$ cat src/sv/tgad_pkg.sv
// shared types, header layout and result codes for the targa stream decoder
package tgad_pkg;

  // header byte positions that complete a field
  localparam logic [4:0] HDR_ID_LEN       = 5'd0;
  localparam logic [4:0] HDR_CMAP_TYPE    = 5'd1;
  localparam logic [4:0] HDR_IMG_TYPE     = 5'd2;
  localparam logic [4:0] HDR_CMAP_FIRST   = 5'd4;
  localparam logic [4:0] HDR_CMAP_LEN     = 5'd6;
  localparam logic [4:0] HDR_CMAP_ENTRY   = 5'd7;
  localparam logic [4:0] HDR_X_ORIGIN     = 5'd9;
  localparam logic [4:0] HDR_Y_ORIGIN     = 5'd11;
  localparam logic [4:0] HDR_WIDTH        = 5'd13;
  localparam logic [4:0] HDR_HEIGHT       = 5'd15;
  localparam logic [4:0] HDR_DEPTH        = 5'd16;
  localparam logic [4:0] HDR_DESCRIPTOR   = 5'd17;

  localparam logic [7:0] TRUECOLOR_TYPE   = 8'd2;
  localparam logic [7:0] REQUIRED_DEPTH   = 8'd32;
  localparam logic [3:0] REQUIRED_ALPHA   = 4'd8;

  localparam int unsigned BYTES_PER_PIXEL = 4;
  localparam logic [1:0]  LAST_PIXEL_BYTE = 2'(BYTES_PER_PIXEL - 1);

  // descriptor bits that pick the orientation
  localparam int unsigned DESC_RIGHT_TO_LEFT = 4;
  localparam int unsigned DESC_TOP_TO_BOTTOM = 5;

  localparam logic KIND_PIXEL = 1'b0;
  localparam logic KIND_ERROR = 1'b1;

  typedef enum logic [2:0] {
    ERR_CMAP   = 3'd0,
    ERR_TYPE   = 3'd1,
    ERR_XORG   = 3'd2,
    ERR_YORG   = 3'd3,
    ERR_WIDTH  = 3'd4,
    ERR_HEIGHT = 3'd5,
    ERR_DEPTH  = 3'd6,
    ERR_ALPHA  = 3'd7
  } tgad_err_e;

  // work item handed from the parser to the address unit
  typedef struct packed {
    logic        kind;
    logic [31:0] pixel_word;
    logic [15:0] dest_row;
    logic [15:0] dest_col;
    logic [15:0] width;
    logic [2:0]  error_code;
    logic        last_pixel;
  } tgad_item_t;

  localparam int unsigned QUEUE_DEPTH = 2;
  localparam int unsigned QUEUE_PTR_W = (QUEUE_DEPTH > 1) ? $clog2(QUEUE_DEPTH) : 1;
  localparam int unsigned QUEUE_CNT_W = $clog2(QUEUE_DEPTH + 1);

endpackage

$ cat src/sv/tgad_if.sv
// byte input and result output channel interfaces
interface tgad_in_if;
  logic       valid;
  logic       ready;
  logic [7:0] data_byte;
  logic       start_of_file;

  modport source (output valid, output data_byte, output start_of_file, input ready);
  modport sink   (input valid, input data_byte, input start_of_file, output ready);
endinterface

interface tgad_out_if;
  logic        valid;
  logic        ready;
  logic        kind;
  logic [31:0] pixel_word;
  logic [31:0] dest_index;
  logic [2:0]  error_code;
  logic        last_pixel;

  modport source (output valid, output kind, output pixel_word, output dest_index,
                  output error_code, output last_pixel, input ready);
  modport sink   (input valid, input kind, input pixel_word, input dest_index,
                  input error_code, input last_pixel, output ready);
endinterface

$ cat src/sv/tgad_front.sv
// header parser, id skip and pixel assembler that issues work items
module tgad_front (
  input  logic               clk_i,
  input  logic               rst_ni,
  input  logic               accept_i,
  input  logic [7:0]         data_byte_i,
  input  logic               start_of_file_i,
  output logic               push_o,
  output tgad_pkg::tgad_item_t push_item_o
);
  import tgad_pkg::*;

  localparam logic [2:0] PH_IDLE   = 3'd0;
  localparam logic [2:0] PH_HEADER = 3'd1;
  localparam logic [2:0] PH_ID     = 3'd2;
  localparam logic [2:0] PH_PIXEL  = 3'd3;
  localparam logic [2:0] PH_DONE   = 3'd4;

  logic [2:0]  phase_q, phase_d;
  logic [4:0]  hdr_pos_q, hdr_pos_d;
  logic [7:0]  low_hold_q, low_hold_d;
  logic [7:0]  id_rem_q, id_rem_d;
  logic [15:0] width_q, width_d;
  logic [15:0] height_q, height_d;
  logic [7:0]  desc_q, desc_d;
  logic [23:0] pix_bytes_q, pix_bytes_d;
  logic [1:0]  byte_idx_q, byte_idx_d;
  logic [15:0] src_col_q, src_col_d;
  logic [15:0] src_row_q, src_row_d;

  logic [2:0]  cur_phase;
  logic [4:0]  cur_pos;
  logic [15:0] hdr_word;
  logic        last_col, last_row;
  logic        err_hit;
  tgad_err_e   err_code;

  always_comb begin
    cur_phase   = start_of_file_i ? PH_HEADER : phase_q;
    cur_pos     = start_of_file_i ? 5'd0 : hdr_pos_q;
    hdr_word    = {data_byte_i, low_hold_q};
    last_col    = ({1'b0, src_col_q} + 17'd1) >= {1'b0, width_q};
    last_row    = ({1'b0, src_row_q} + 17'd1) >= {1'b0, height_q};

    phase_d     = phase_q;
    hdr_pos_d   = hdr_pos_q;
    low_hold_d  = low_hold_q;
    id_rem_d    = id_rem_q;
    width_d     = width_q;
    height_d    = height_q;
    desc_d      = desc_q;
    pix_bytes_d = pix_bytes_q;
    byte_idx_d  = byte_idx_q;
    src_col_d   = src_col_q;
    src_row_d   = src_row_q;
    err_hit     = 1'b0;
    err_code    = ERR_CMAP;

    push_o      = 1'b0;
    push_item_o = '0;

    if (accept_i) begin
      phase_d = cur_phase;
      case (cur_phase)
        PH_HEADER: begin
          hdr_pos_d  = cur_pos + 5'd1;
          low_hold_d = data_byte_i;
          case (cur_pos)
            HDR_ID_LEN: id_rem_d = data_byte_i;
            HDR_CMAP_TYPE: begin
              err_hit  = data_byte_i != 8'd0;
              err_code = ERR_CMAP;
            end
            HDR_IMG_TYPE: begin
              err_hit  = data_byte_i != TRUECOLOR_TYPE;
              err_code = ERR_TYPE;
            end
            HDR_CMAP_FIRST, HDR_CMAP_LEN: begin
              err_hit  = hdr_word != 16'd0;
              err_code = ERR_CMAP;
            end
            HDR_CMAP_ENTRY: begin
              err_hit  = data_byte_i != 8'd0;
              err_code = ERR_CMAP;
            end
            HDR_X_ORIGIN: begin
              err_hit  = hdr_word != 16'd0;
              err_code = ERR_XORG;
            end
            HDR_Y_ORIGIN: begin
              err_hit  = hdr_word != 16'd0;
              err_code = ERR_YORG;
            end
            HDR_WIDTH: begin
              width_d  = hdr_word;
              err_hit  = hdr_word == 16'd0;
              err_code = ERR_WIDTH;
            end
            HDR_HEIGHT: begin
              height_d = hdr_word;
              err_hit  = hdr_word == 16'd0;
              err_code = ERR_HEIGHT;
            end
            HDR_DEPTH: begin
              err_hit  = data_byte_i != REQUIRED_DEPTH;
              err_code = ERR_DEPTH;
            end
            HDR_DESCRIPTOR: begin
              desc_d   = data_byte_i;
              err_hit  = data_byte_i[3:0] != REQUIRED_ALPHA;
              err_code = ERR_ALPHA;
              if (!err_hit) begin
                phase_d     = (id_rem_q != 8'd0) ? PH_ID : PH_PIXEL;
                byte_idx_d  = 2'd0;
                pix_bytes_d = '0;
                src_col_d   = '0;
                src_row_d   = '0;
              end
            end
            default: ;
          endcase
          if (err_hit) begin
            phase_d                = PH_DONE;
            push_o                 = 1'b1;
            push_item_o.kind       = KIND_ERROR;
            push_item_o.error_code = err_code;
          end
        end
        PH_ID: begin
          id_rem_d = id_rem_q - 8'd1;
          if (id_rem_q == 8'd1) begin
            phase_d     = PH_PIXEL;
            byte_idx_d  = 2'd0;
            pix_bytes_d = '0;
            src_col_d   = '0;
            src_row_d   = '0;
          end
        end
        PH_PIXEL: begin
          if (byte_idx_q != LAST_PIXEL_BYTE) begin
            case (byte_idx_q)
              2'd0:    pix_bytes_d[7:0]   = data_byte_i;
              2'd1:    pix_bytes_d[15:8]  = data_byte_i;
              default: pix_bytes_d[23:16] = data_byte_i;
            endcase
            byte_idx_d = byte_idx_q + 2'd1;
          end else begin
            push_o                 = 1'b1;
            push_item_o.kind       = KIND_PIXEL;
            push_item_o.pixel_word = {data_byte_i, pix_bytes_q};
            push_item_o.dest_row   = desc_q[DESC_TOP_TO_BOTTOM] ? src_row_q
                                   : height_q - 16'd1 - src_row_q;
            push_item_o.dest_col   = desc_q[DESC_RIGHT_TO_LEFT]
                                   ? width_q - 16'd1 - src_col_q : src_col_q;
            push_item_o.width      = width_q;
            push_item_o.last_pixel = last_col && last_row;
            byte_idx_d  = 2'd0;
            pix_bytes_d = '0;
            if (last_col && last_row) begin
              phase_d = PH_DONE;
            end else if (last_col) begin
              src_col_d = '0;
              src_row_d = src_row_q + 16'd1;
            end else begin
              src_col_d = src_col_q + 16'd1;
            end
          end
        end
        default: ;
      endcase
    end
  end

  always_ff @(posedge clk_i or negedge rst_ni) begin
    if (!rst_ni) begin
      phase_q     <= PH_IDLE;
      hdr_pos_q   <= '0;
      low_hold_q  <= '0;
      id_rem_q    <= '0;
      width_q     <= '0;
      height_q    <= '0;
      desc_q      <= '0;
      pix_bytes_q <= '0;
      byte_idx_q  <= '0;
      src_col_q   <= '0;
      src_row_q   <= '0;
    end else begin
      phase_q     <= phase_d;
      hdr_pos_q   <= hdr_pos_d;
      low_hold_q  <= low_hold_d;
      id_rem_q    <= id_rem_d;
      width_q     <= width_d;
      height_q    <= height_d;
      desc_q      <= desc_d;
      pix_bytes_q <= pix_bytes_d;
      byte_idx_q  <= byte_idx_d;
      src_col_q   <= src_col_d;
      src_row_q   <= src_row_d;
    end
  end

endmodule

$ cat src/sv/tgad_queue.sv
// short work item queue between the parser and the address unit
module tgad_queue (
  input  logic                 clk_i,
  input  logic                 rst_ni,
  input  logic                 push_i,
  input  tgad_pkg::tgad_item_t push_item_i,
  output logic                 full_o,
  input  logic                 pop_i,
  output logic                 valid_o,
  output tgad_pkg::tgad_item_t item_o
);
  import tgad_pkg::*;

  tgad_item_t             slots_q [QUEUE_DEPTH];
  logic [QUEUE_PTR_W-1:0] wr_ptr_q, rd_ptr_q;
  logic [QUEUE_CNT_W-1:0] count_q;
  logic                   do_push, do_pop;

  assign full_o  = count_q == QUEUE_CNT_W'(QUEUE_DEPTH);
  assign valid_o = count_q != '0;
  assign item_o  = slots_q[rd_ptr_q];
  assign do_push = push_i && !full_o;
  assign do_pop  = pop_i && valid_o;

  function automatic logic [QUEUE_PTR_W-1:0] next_ptr(input logic [QUEUE_PTR_W-1:0] p);
    return (p == QUEUE_PTR_W'(QUEUE_DEPTH - 1)) ? '0 : p + QUEUE_PTR_W'(1);
  endfunction

  always_ff @(posedge clk_i) begin
    if (do_push) begin
      slots_q[wr_ptr_q] <= push_item_i;
    end
  end

  always_ff @(posedge clk_i or negedge rst_ni) begin
    if (!rst_ni) begin
      wr_ptr_q <= '0;
      rd_ptr_q <= '0;
      count_q  <= '0;
    end else begin
      if (do_push) wr_ptr_q <= next_ptr(wr_ptr_q);
      if (do_pop)  rd_ptr_q <= next_ptr(rd_ptr_q);
      if (do_push && !do_pop) begin
        count_q <= count_q + QUEUE_CNT_W'(1);
      end else if (do_pop && !do_push) begin
        count_q <= count_q - QUEUE_CNT_W'(1);
      end
    end
  end

endmodule

$ cat src/sv/tgad_back.sv
// address unit: row times width product, column add and output register
module tgad_back (
  input  logic                 clk_i,
  input  logic                 rst_ni,
  input  logic                 item_valid_i,
  input  tgad_pkg::tgad_item_t item_i,
  output logic                 item_pop_o,
  tgad_out_if.source           out_o
);
  import tgad_pkg::*;

  // stage one: product
  logic        s1_valid_q;
  logic        s1_kind_q;
  logic [31:0] s1_pixel_q;
  logic [31:0] s1_prod_q;
  logic [15:0] s1_col_q;
  logic [2:0]  s1_code_q;
  logic        s1_last_q;

  // stage two: result word
  logic        s2_valid_q;
  logic        s2_kind_q;
  logic [31:0] s2_pixel_q;
  logic [31:0] s2_dest_q;
  logic [2:0]  s2_code_q;
  logic        s2_last_q;

  logic s2_load, s1_load;

  assign s2_load    = !s2_valid_q || out_o.ready;
  assign s1_load    = !s1_valid_q || s2_load;
  assign item_pop_o = item_valid_i && s1_load;

  always_ff @(posedge clk_i or negedge rst_ni) begin
    if (!rst_ni) begin
      s1_valid_q <= 1'b0;
      s2_valid_q <= 1'b0;
    end else begin
      if (s1_load) s1_valid_q <= item_valid_i;
      if (s2_load) s2_valid_q <= s1_valid_q;
    end
  end

  always_ff @(posedge clk_i) begin
    if (item_pop_o) begin
      s1_kind_q  <= item_i.kind;
      s1_pixel_q <= item_i.pixel_word;
      s1_prod_q  <= 32'(item_i.dest_row) * 32'(item_i.width);
      s1_col_q   <= item_i.dest_col;
      s1_code_q  <= item_i.error_code;
      s1_last_q  <= item_i.last_pixel;
    end
    if (s2_load && s1_valid_q) begin
      s2_kind_q  <= s1_kind_q;
      s2_pixel_q <= (s1_kind_q == KIND_ERROR) ? 32'd0 : s1_pixel_q;
      s2_dest_q  <= (s1_kind_q == KIND_ERROR) ? 32'd0 : s1_prod_q + 32'(s1_col_q);
      s2_code_q  <= (s1_kind_q == KIND_ERROR) ? s1_code_q : 3'd0;
      s2_last_q  <= (s1_kind_q == KIND_ERROR) ? 1'b0 : s1_last_q;
    end
  end

  assign out_o.valid      = s2_valid_q;
  assign out_o.kind       = s2_kind_q;
  assign out_o.pixel_word = s2_pixel_q;
  assign out_o.dest_index = s2_dest_q;
  assign out_o.error_code = s2_code_q;
  assign out_o.last_pixel = s2_last_q;

`ifndef SYNTHESIS
  a_error_clean : assert property (@(posedge clk_i) disable iff (!rst_ni)
    s2_valid_q && s2_kind_q == KIND_ERROR |->
      s2_dest_q == 32'd0 && s2_pixel_q == 32'd0 && !s2_last_q)
    else $error("error word carries pixel fields");

  a_pixel_code_zero : assert property (@(posedge clk_i) disable iff (!rst_ni)
    s2_valid_q && s2_kind_q == KIND_PIXEL |-> s2_code_q == 3'd0)
    else $error("pixel word carries an error code");

  a_s1_held : assert property (@(posedge clk_i) disable iff (!rst_ni)
    s1_valid_q && !s2_load |=> s1_valid_q && $stable(s1_prod_q) && $stable(s1_pixel_q))
    else $error("stage one lost or changed while stalled");

  a_no_pop_when_full : assert property (@(posedge clk_i) disable iff (!rst_ni)
    item_pop_o |-> s1_load)
    else $error("item taken while stage one blocked");
`endif

endmodule

$ cat src/sv/tga_truecolor_stream_decoder.sv
// targa 32-bit uncompressed stream decoder top level
// throughput: one byte word per cycle, limited only by the parser queue filling
// path: the byte that completes a result word passes through the queue write, the product
//   stage and the output register, in that order, before the word appears
// reset: rst_ni is asynchronous active low; the parser returns to idle and
//   ignores bytes until one marked start_of_file, queue and pipeline empty
module tga_truecolor_stream_decoder (
  input  logic       clk_i,
  input  logic       rst_ni,
  tgad_in_if.sink    in_byte_i,
  tgad_out_if.source out_result_o
);
  import tgad_pkg::*;

  // parser to queue
  logic       byte_accept;
  logic       front_push;
  tgad_item_t front_item;
  logic       queue_full;

  // queue to address unit
  logic       queue_valid;
  tgad_item_t queue_item;
  logic       queue_pop;

  // a byte is taken whenever the queue has room, since any byte may yield a word
  assign in_byte_i.ready = !queue_full;
  assign byte_accept     = in_byte_i.valid && in_byte_i.ready;

  // front: header checks, id skip, pixel assembly and source-to-dest row/column
  tgad_front u_front (
    .clk_i           (clk_i),
    .rst_ni          (rst_ni),
    .accept_i        (byte_accept),
    .data_byte_i     (in_byte_i.data_byte),
    .start_of_file_i (in_byte_i.start_of_file),
    .push_o          (front_push),
    .push_item_o     (front_item)
  );

  // decouples byte intake from output stalls
  tgad_queue u_queue (
    .clk_i       (clk_i),
    .rst_ni      (rst_ni),
    .push_i      (front_push),
    .push_item_i (front_item),
    .full_o      (queue_full),
    .pop_i       (queue_pop),
    .valid_o     (queue_valid),
    .item_o      (queue_item)
  );

  // back: dest index = row * width + column, then the output register
  tgad_back u_back (
    .clk_i        (clk_i),
    .rst_ni       (rst_ni),
    .item_valid_i (queue_valid),
    .item_i       (queue_item),
    .item_pop_o   (queue_pop),
    .out_o        (out_result_o)
  );

endmodule

$ cat src/flat_wrapper.sv
// flat-port wrapper written by rule: the top's interface ports become plain ports
module tga_truecolor_stream_decoder_flat import tgad_pkg::*;
  (clk_i, rst_ni, in_byte_i_valid, in_byte_i_data_byte, in_byte_i_start_of_file, in_byte_i_ready, out_result_o_valid, out_result_o_kind, out_result_o_pixel_word, out_result_o_dest_index, out_result_o_error_code, out_result_o_last_pixel, out_result_o_ready);
  tgad_in_if in_byte_i_i ();
  tgad_out_if out_result_o_i ();
  input  logic clk_i;
  input  logic rst_ni;
  input wire logic [$bits(in_byte_i_i.valid)-1:0] in_byte_i_valid;
  input wire logic [$bits(in_byte_i_i.data_byte)-1:0] in_byte_i_data_byte;
  input wire logic [$bits(in_byte_i_i.start_of_file)-1:0] in_byte_i_start_of_file;
  output wire logic [$bits(in_byte_i_i.ready)-1:0] in_byte_i_ready;
  output wire logic [$bits(out_result_o_i.valid)-1:0] out_result_o_valid;
  output wire logic [$bits(out_result_o_i.kind)-1:0] out_result_o_kind;
  output wire logic [$bits(out_result_o_i.pixel_word)-1:0] out_result_o_pixel_word;
  output wire logic [$bits(out_result_o_i.dest_index)-1:0] out_result_o_dest_index;
  output wire logic [$bits(out_result_o_i.error_code)-1:0] out_result_o_error_code;
  output wire logic [$bits(out_result_o_i.last_pixel)-1:0] out_result_o_last_pixel;
  input wire logic [$bits(out_result_o_i.ready)-1:0] out_result_o_ready;
  assign in_byte_i_i.valid = in_byte_i_valid;
  assign in_byte_i_i.data_byte = in_byte_i_data_byte;
  assign in_byte_i_i.start_of_file = in_byte_i_start_of_file;
  assign in_byte_i_ready = in_byte_i_i.ready;
  assign out_result_o_valid = out_result_o_i.valid;
  assign out_result_o_kind = out_result_o_i.kind;
  assign out_result_o_pixel_word = out_result_o_i.pixel_word;
  assign out_result_o_dest_index = out_result_o_i.dest_index;
  assign out_result_o_error_code = out_result_o_i.error_code;
  assign out_result_o_last_pixel = out_result_o_i.last_pixel;
  assign out_result_o_i.ready = out_result_o_ready;
  tga_truecolor_stream_decoder u_core (.clk_i(clk_i), .rst_ni(rst_ni), .in_byte_i(in_byte_i_i), .out_result_o(out_result_o_i));
endmodule
$ cat config.mk
export PLATFORM = sky130hd
export DESIGN_NAME = tga_truecolor_stream_decoder_flat
export DESIGN_NICKNAME = d
export VERILOG_FILES = /design/src/sv/tgad_pkg.sv /design/src/sv/tgad_if.sv /design/src/sv/tgad_front.sv /design/src/sv/tgad_queue.sv /design/src/sv/tgad_back.sv /design/src/sv/tga_truecolor_stream_decoder.sv /design/src/flat_wrapper.sv
export SDC_FILE = /design/constraint.sdc
export NUM_CORES = 1
export LEC_CHECK = 0
export BUFFER_PORTS_ARGS = -buffer_cell sky130_fd_sc_hd__buf_2
export CORE_UTILIZATION = 40
export CTS_BUF_LIST = sky130_fd_sc_hd__clkbuf_4 sky130_fd_sc_hd__clkbuf_8
export CTS_CLUSTER_DIAMETER = 200
export CTS_CLUSTER_SIZE = 12
export DETAILED_ROUTE_END_ITERATION = 10
export GPL_TIMING_DRIVEN = 0
export RECOVER_POWER = 25
export SLEW_MARGIN = 20
export SYNTH_ARGS = -nofsm -noshare
export SYNTH_HDL_FRONTEND = slang
export SYNTH_SLANG_ARGS = --single-unit
$ cat constraint.sdc
create_clock -name clk_i -period 10.5 [get_ports clk_i]
set_input_delay 2.1 -clock clk_i [delete_from_list [all_inputs] [get_ports clk_i]]
set_output_delay 2.1 -clock clk_i [all_outputs]
set_load 0.03 [all_outputs]
== Word-level counts from Yosys, hierarchy flattened ==
Memories as Yosys holds them, arrays and structs flattened.
Index checks and enable logic that the tools add are counted.
Storage, ports and cells
  flip-flop bits (word level): 280
  latch bits: 0
  memory bits (writable): 170
  memory bits (read-only): 0
  input port bits: 13
  output and inout port bits: 71
  logic and storage cells: 180
  memories kept: 1
Memories
  u_core.u_queue.slots_q: depth 2, width 85, rd ports 1, clocked after memory_dff 0, write ports 1, line tgad_queue.sv:14  | tgad_item_t slots_q [QUEUE_DEPTH];
Cells by class
  $add $sub $neg: 16
  multiply operators: 1
  div/mod/pow operators: 0
  magnitude comparators: 2
  equal/unequal tests: 31
  shifts and indexed selects: 0
  mux-type cells: 60
  bitwise operators: 0
  reductions and logical operators: 40
Operators by type and width (count)
  $mux W16: 11
  $mux W80: 2
  $mux W24: 4
  $pmux W16 S3: 2
  $mux W85: 1
  $pmux W24 S3: 1
  $add A16 B1 Y17 const B: 2
  $ge A17 B16 Y1: 2
  $add A16 B1 Y16 const B: 2
  $add A32 B16 Y32: 1
  $mul A16 B16 Y32: 1
  $mux W8: 4
  $sub A16 B1 Y16 const B: 2
  $sub A16 B16 Y16: 2
  $mux W3: 9
  $pmux W3 S7: 1
  $eq A5 B4 Y1 const B: 4
  $reduce_and A6 Y1: 3
  $logic_not A16 Y1: 1
  $pmux W8 S2: 1
  $reduce_bool A16 Y1: 1
  $reduce_bool A8 Y1: 2
  $eq A5 B3 Y1 const B: 3
  $mux W1: 12
  other kinds (40): 76

== Depth between registers and ports, before layout ==
  depth in word-level cells: 14
  mapped depth: 27
  depth with buffers taken out: 24

== Cells and area by module ==
Synthesis repeated with hierarchy kept, for this count alone.
Unflattened totals
  cells, all modules: 2708
  area total of the unflattened synthesis: 30236.5 um^2
By module, submodules not included
  tgad_back: times used 1, cells each 1407, area an instance 14849.2 um^2, seq. area each 4674.5 um^2
  tgad_front: times used 1, cells each 1015, area an instance 8841.0 um^2, seq. area each 2902.8 um^2
  tgad_queue: times used 1, cells each 284, area an instance 6536.3 um^2, seq. area each 5205.0 um^2
  tga_truecolor_stream_decoder: times used 1, cells each 2, area an instance 10.0 um^2, seq. area each 0.0 um^2

== Worst setup path before layout ==
OpenSTA, ideal clock, no wires.
  path kind: input-to-reg
  start: input in_byte_i_start_of_file
  end: memory u_core.u_queue.slots_q[1][0] (netlist bit), enable pin
  setup time: 0.539 ns
  arrival time: 7.469 ns
  data required time: 9.961 ns
  path slack: 2.492 ns
  stages on the path: 12
  path buffers: 1
  cells stage by stage: clkbuf_1 -> nand2b_1 -> inv_1 -> ha_1 -> and3_1 -> ha_1 -> a31oi_1 -> o221ai_1 -> a21o_1 -> and2b_4 -> nor2_4 -> nor2b_1
Between the ends
  cells in the longest elaborated chain, start to end: 12
  elaborated cells between the ends (all ways): 27
  those cells by class: eq/ne (13); mux (10); reduce/logical (4)
Ends and longest elaborated chain
  start: declaration: line flat_wrapper.sv:10  | input wire logic [$bits(in_byte_i_i.start_of_file)-1:0] in_byte_i_start_of_file;
  $mux W5: line tgad_front.sv:40  | cur_pos = start_of_file_i ? 5'd0 : hdr_pos_q;
  $eq A5 B4 Y1 (tied with other cells): line tgad_front.sv:68  | case (cur_pos)
  $reduce_or A4 Y1 (no line) / $reduce_or A2 Y1 (equally long branches)
  $pmux W1 S6: line tgad_front.sv:68
  $mux W1: line tgad_front.sv:64  | case (cur_phase)
  $mux W1: line tgad_front.sv:62  | if (accept_i) begin
  $mux W1: line tgad_front.sv:122  | if (err_hit) begin
  $pmux W1 S2 *: line tgad_front.sv:64
  $mux W1 *: line tgad_front.sv:62
  $logic_and A1 B1 Y1 *: line tgad_queue.sv:22  | assign do_push = push_i && !full_o;
  $mux W1 *: line tgad_queue.sv:30  | if (do_push) begin
  $mux W1 (not written as such) *: line tgad_queue.sv:31  | slots_q[wr_ptr_q] <= push_item_i;
  end: declaration: line tgad_queue.sv:14
Every way passes the cells marked *; elsewhere a longest branch is shown, timed or not. The select of a mux whose other input is x is not followed.

== Worst setup path in the final report ==
  start: register u_core.u_queue.rd_ptr_q
  end: register u_core.u_back.s1_prod_q[30], data pin
Between the ends
  cells in the longest elaborated chain, start to end: 2
Ends and longest elaborated chain
  start: declaration: line tgad_queue.sv:15  | logic [QUEUE_PTR_W-1:0] wr_ptr_q, rd_ptr_q;
  start signal: assignment: line tgad_queue.sv:42  | if (do_pop) rd_ptr_q <= next_ptr(rd_ptr_q);
  $mem_v2 Z2 W85
  $mul A16 B16 Y32: line tgad_back.sv:49  | s1_prod_q <= 32'(item_i.dest_row) * 32'(item_i.width);
  end signal: assignment: line tgad_back.sv:49
  end: declaration: line tgad_back.sv:16  | logic [31:0] s1_prod_q;
No other way between the ends.
A chain may end at the register's enable or synchronous reset.

==> summary.txt <==
Status
  • Status: finished with violations
  • Failing checks: capacitance limit, slew limit

Timing
  • Final Setup Violations: 0
  • RSZ-0062 raised after global routing: no
  • Slew Viols, Final: 209
  • Worst Clk Skew: approximately 68 ps
  • Slew @ Worst Pin: 3580 ps
  • Minimum clock period: about 9100 ps
  • Fin crit share: a little under 90%
  • Fmax: roughly 0.11 GHz
  • Slew HR: -139%
  • Fin. Hold Viols: 0

Clock network
  • Num CTS Buffers: 43
  • Clock sinks: 446
  • CTS Buffer Depth: 3
  • Hold_buf cts: 0
  • # resized after CTS: 0
  • CTS H-Tree Depth: 2
  • Clk Latency, worst-skew pair: just under 700 ps
  • CTS tree: yes
  • Worst-path clk slew: 80 ps
  • Postcts setup bufs: 0
  • Clock root buffer: clkbuf_8

Yosys
  • Ys flop type: edfxtp_1
  • #FFs+latches synth: approximately 450
  • Sequential element share of the synthesized area: between 40 and 50%
  • Syn Inst Count: around 2700
  • Synth top area share: roughly a third
  • Synth area leader: edfxtp_1
  • Synth cell types: 87
  • Syn avg cell area: roughly 11 µm²
  • Yosys warnings: 0
  • Post-synth EDFFs: between 300 and 400
  • Net Count, Synth: slightly above 3000
  • Async S/R FF share, synth: a little over a quarter
  • Syn Std Cell Area: around 30000 µm²
  • Largest cells by area after synthesis: edfxtp_1, fa_1, dfrtp_1

Die
  • Core Footprint: about 73000 µm²
  • IO Pins: 84
  • Initial core utilization: 40.5%
  • Die Wd: ~270 µm
  • Site Rows: between 90 and 100
  • Area of the die: 74900 µm²
  • Die height: 274 µm

Place
  • Placer's final routability congestion estimate: ~0.92
  • I/O Buffers: 79
  • Post-DP HPWL: between 50000 and 60000 µm
  • Post-DP Area: 31400 µm²

Worst setup path
  • Startpoint types: flip-flop
  • Worst Path Required: roughly 11000 ps
  • Worst Path Max Fanout: 10
  • CP Capture Type: flip-flop
  • CP arrival: between 9000 and 10000 ps
  • Critical path class: flip-flop to flip-flop
  • CP max stage delay: between 800 and 900 ps
  • Cell mode on critical path: fa_1
  • Slowest CP cell: clkbuf_1

Global routing
  • GRT Util Overall: ~20%
  • Initial antenna violation count: 2
  • Vias in the first global route: around 21000
  • Largest net degree at the start of global routing: 64
  • GRT Residual Overflow: 0
  • First-pass GRT wire length: 115000 µm

Job
  • Maxcap violations: 4

Detailed routing
  • First drt pass iteration count: 5
  • Routed WL per cell: between 15 and 20 µm
  • Final ANT Viol Nets: 0
  • Via count: between 15000 and 20000
  • Via/cell ratio: ~5.2
  • Routed WL: a little over 70000 µm
  • Initial DRC count: roughly 1400
  • DRC: 0

Finish
  • Area growth syn-to-layout: 9.13%
  • Layout cells sized above 1: 12.1%
  • Final nets: 3207
  • Cell area after layout: around 32000 µm²

Worst hold path
  • Hold/Removal Path Class: flip-flop to flip-flop
## cell usage in the layout, fill, tap and decap left out, types with 69 or more instances in the layout
master and count:
edfxtp_1 324, inv_1 314, nor2_1 268, nand2_1 237
fa_1 197, ha_1 195, dfrtp_1 122, mux2_2 108
o21ai_0 95, buf_2 93, a21oi_1 77, xnor2_1 69
## sequential cells by signal, summed over array words and instances (netlist names), 5 cells and up
signal	cells
u_core.u_back.out_o.dest_index	32
u_core.u_front.width_q	16
u_core.u_back.out_o.pixel_word	32
u_core.u_back.s1_prod_q	32
u_core.u_back.s1_pixel_q	32
u_core.u_queue.slots_q	170
u_core.u_back.s1_col_q	16
u_core.u_front.id_rem_q	8
u_core.u_front.src_row_q	16
u_core.u_front.height_q	16
u_core.u_front.low_hold_q	8
u_core.u_front.src_col_q	16
u_core.u_front.hdr_pos_q	5
u_core.u_front.pix_bytes_q	24
## Yosys cell counts (17+ instances only)
cell,instances
dfrtp_1,122
mux2i_1,44
mux2_2,108
and2_1,46
a211oi_1,19
nor2_1,269
nand4_1,17
ha_1,195
nor2b_1,53
a21o_1,41
nand2b_1,30
fa_1,197
nand2_1,237
a21oi_1,77
clkbuf_1,62
a22o_1,25
edfxtp_1,324
xnor2_1,69
nor3_1,26
nand3_1,30
inv_1,315
xor2_1,29
o21ai_0,93
o21ai_1,22
## stage by stage
| step | setup slack, ps | util [%] | hold slack (ps) | std cells | TNS (ps) |
|---|---|---|---|---|---|
| floorplan | 2490 | - | 442 | 2669 | 0 |
| global placement | -387 | 42.7 | 460 | 3707 | -35960 |
| detailed placement | 1410 | 43.0 | 471 | 3716 | 0 |
| CTS | 1350 | 44.2 | 490 | 3796 | 0 |
| global route | 1140 | 44.2 | 513 | 3797 | 0 |
| finish | 1370 | 44.2 | 488 | 3797 | 0 |
## logic make-up (layout without fill, tap and decap cells)
logic type	Yosys count	count (layout)	share of synthesized area (%)
flops	446	446	43.3
mux	152	152	5.61
compound gates	386	386	8.77
other cells	0	1	0
fa+ha+maj	392	392	21.6
xor+xnor	98	98	2.91
buf+inv	409	577	5.35
simple gates	786	786	12.5
## path summary, 6_finish.rpt
path                       cells after the start                           start  slack, ps                             end
max                                           25         u_core.u_queue.rd_ptr_q       1370     u_core.u_back.s1_prod_q[30]
min                                            2  u_core.u_front.pix_bytes_q[19]        490  u_core.u_front.pix_bytes_q[19]
max reg2reg                                   25         u_core.u_queue.rd_ptr_q       1370     u_core.u_back.s1_prod_q[30]
min reg2reg                                    2  u_core.u_front.pix_bytes_q[19]        490  u_core.u_front.pix_bytes_q[19]
max in group asynchronous                      2                          rst_ni       3270       u_core.u_front.width_q[1]
min in group asynchronous                      1                          rst_ni       2630    u_core.u_front.src_row_q[14]
## layout make-up
class,count,area [µm²]
diodes,1,2.50
fillers,6825,40700
clock inverters,4,51.3
well taps,959,1200
flip-flops and latches,446,12800
multi-input cells,1814,15200
repair buffers,88,563
plain buffers,92,389
clock buffers,76,840
inverters,317,1190
## critical path: cells and delay by family (launching register included)
family                   cells  cell delay (ps)
multiplexers                 1              770
XOR/XNOR                     1              220
AO/OA/AOI/OAI                5             1510
buffers and inverters        7             2110
adder cells (fa/ha/maj)      7             3430
flip-flops                   1              330
AND/OR/NAND/NOR              4              470
## routing by layer
metal / up-vias / GRT usage [%] / share of wire (%)
met5: - / 0 / 0
met4: 0 / 6.17 / 3.0
met3: 128 / 2.09 / 4.6
met2: 513 / 32.3 / 47
met1: 9860 / 27.3 / 46
li1: 9347 / - / -
Power is left out: the tool's default activity adds up to more than one toggle a clock period on the data nets, which glitch-free logic cannot reach.
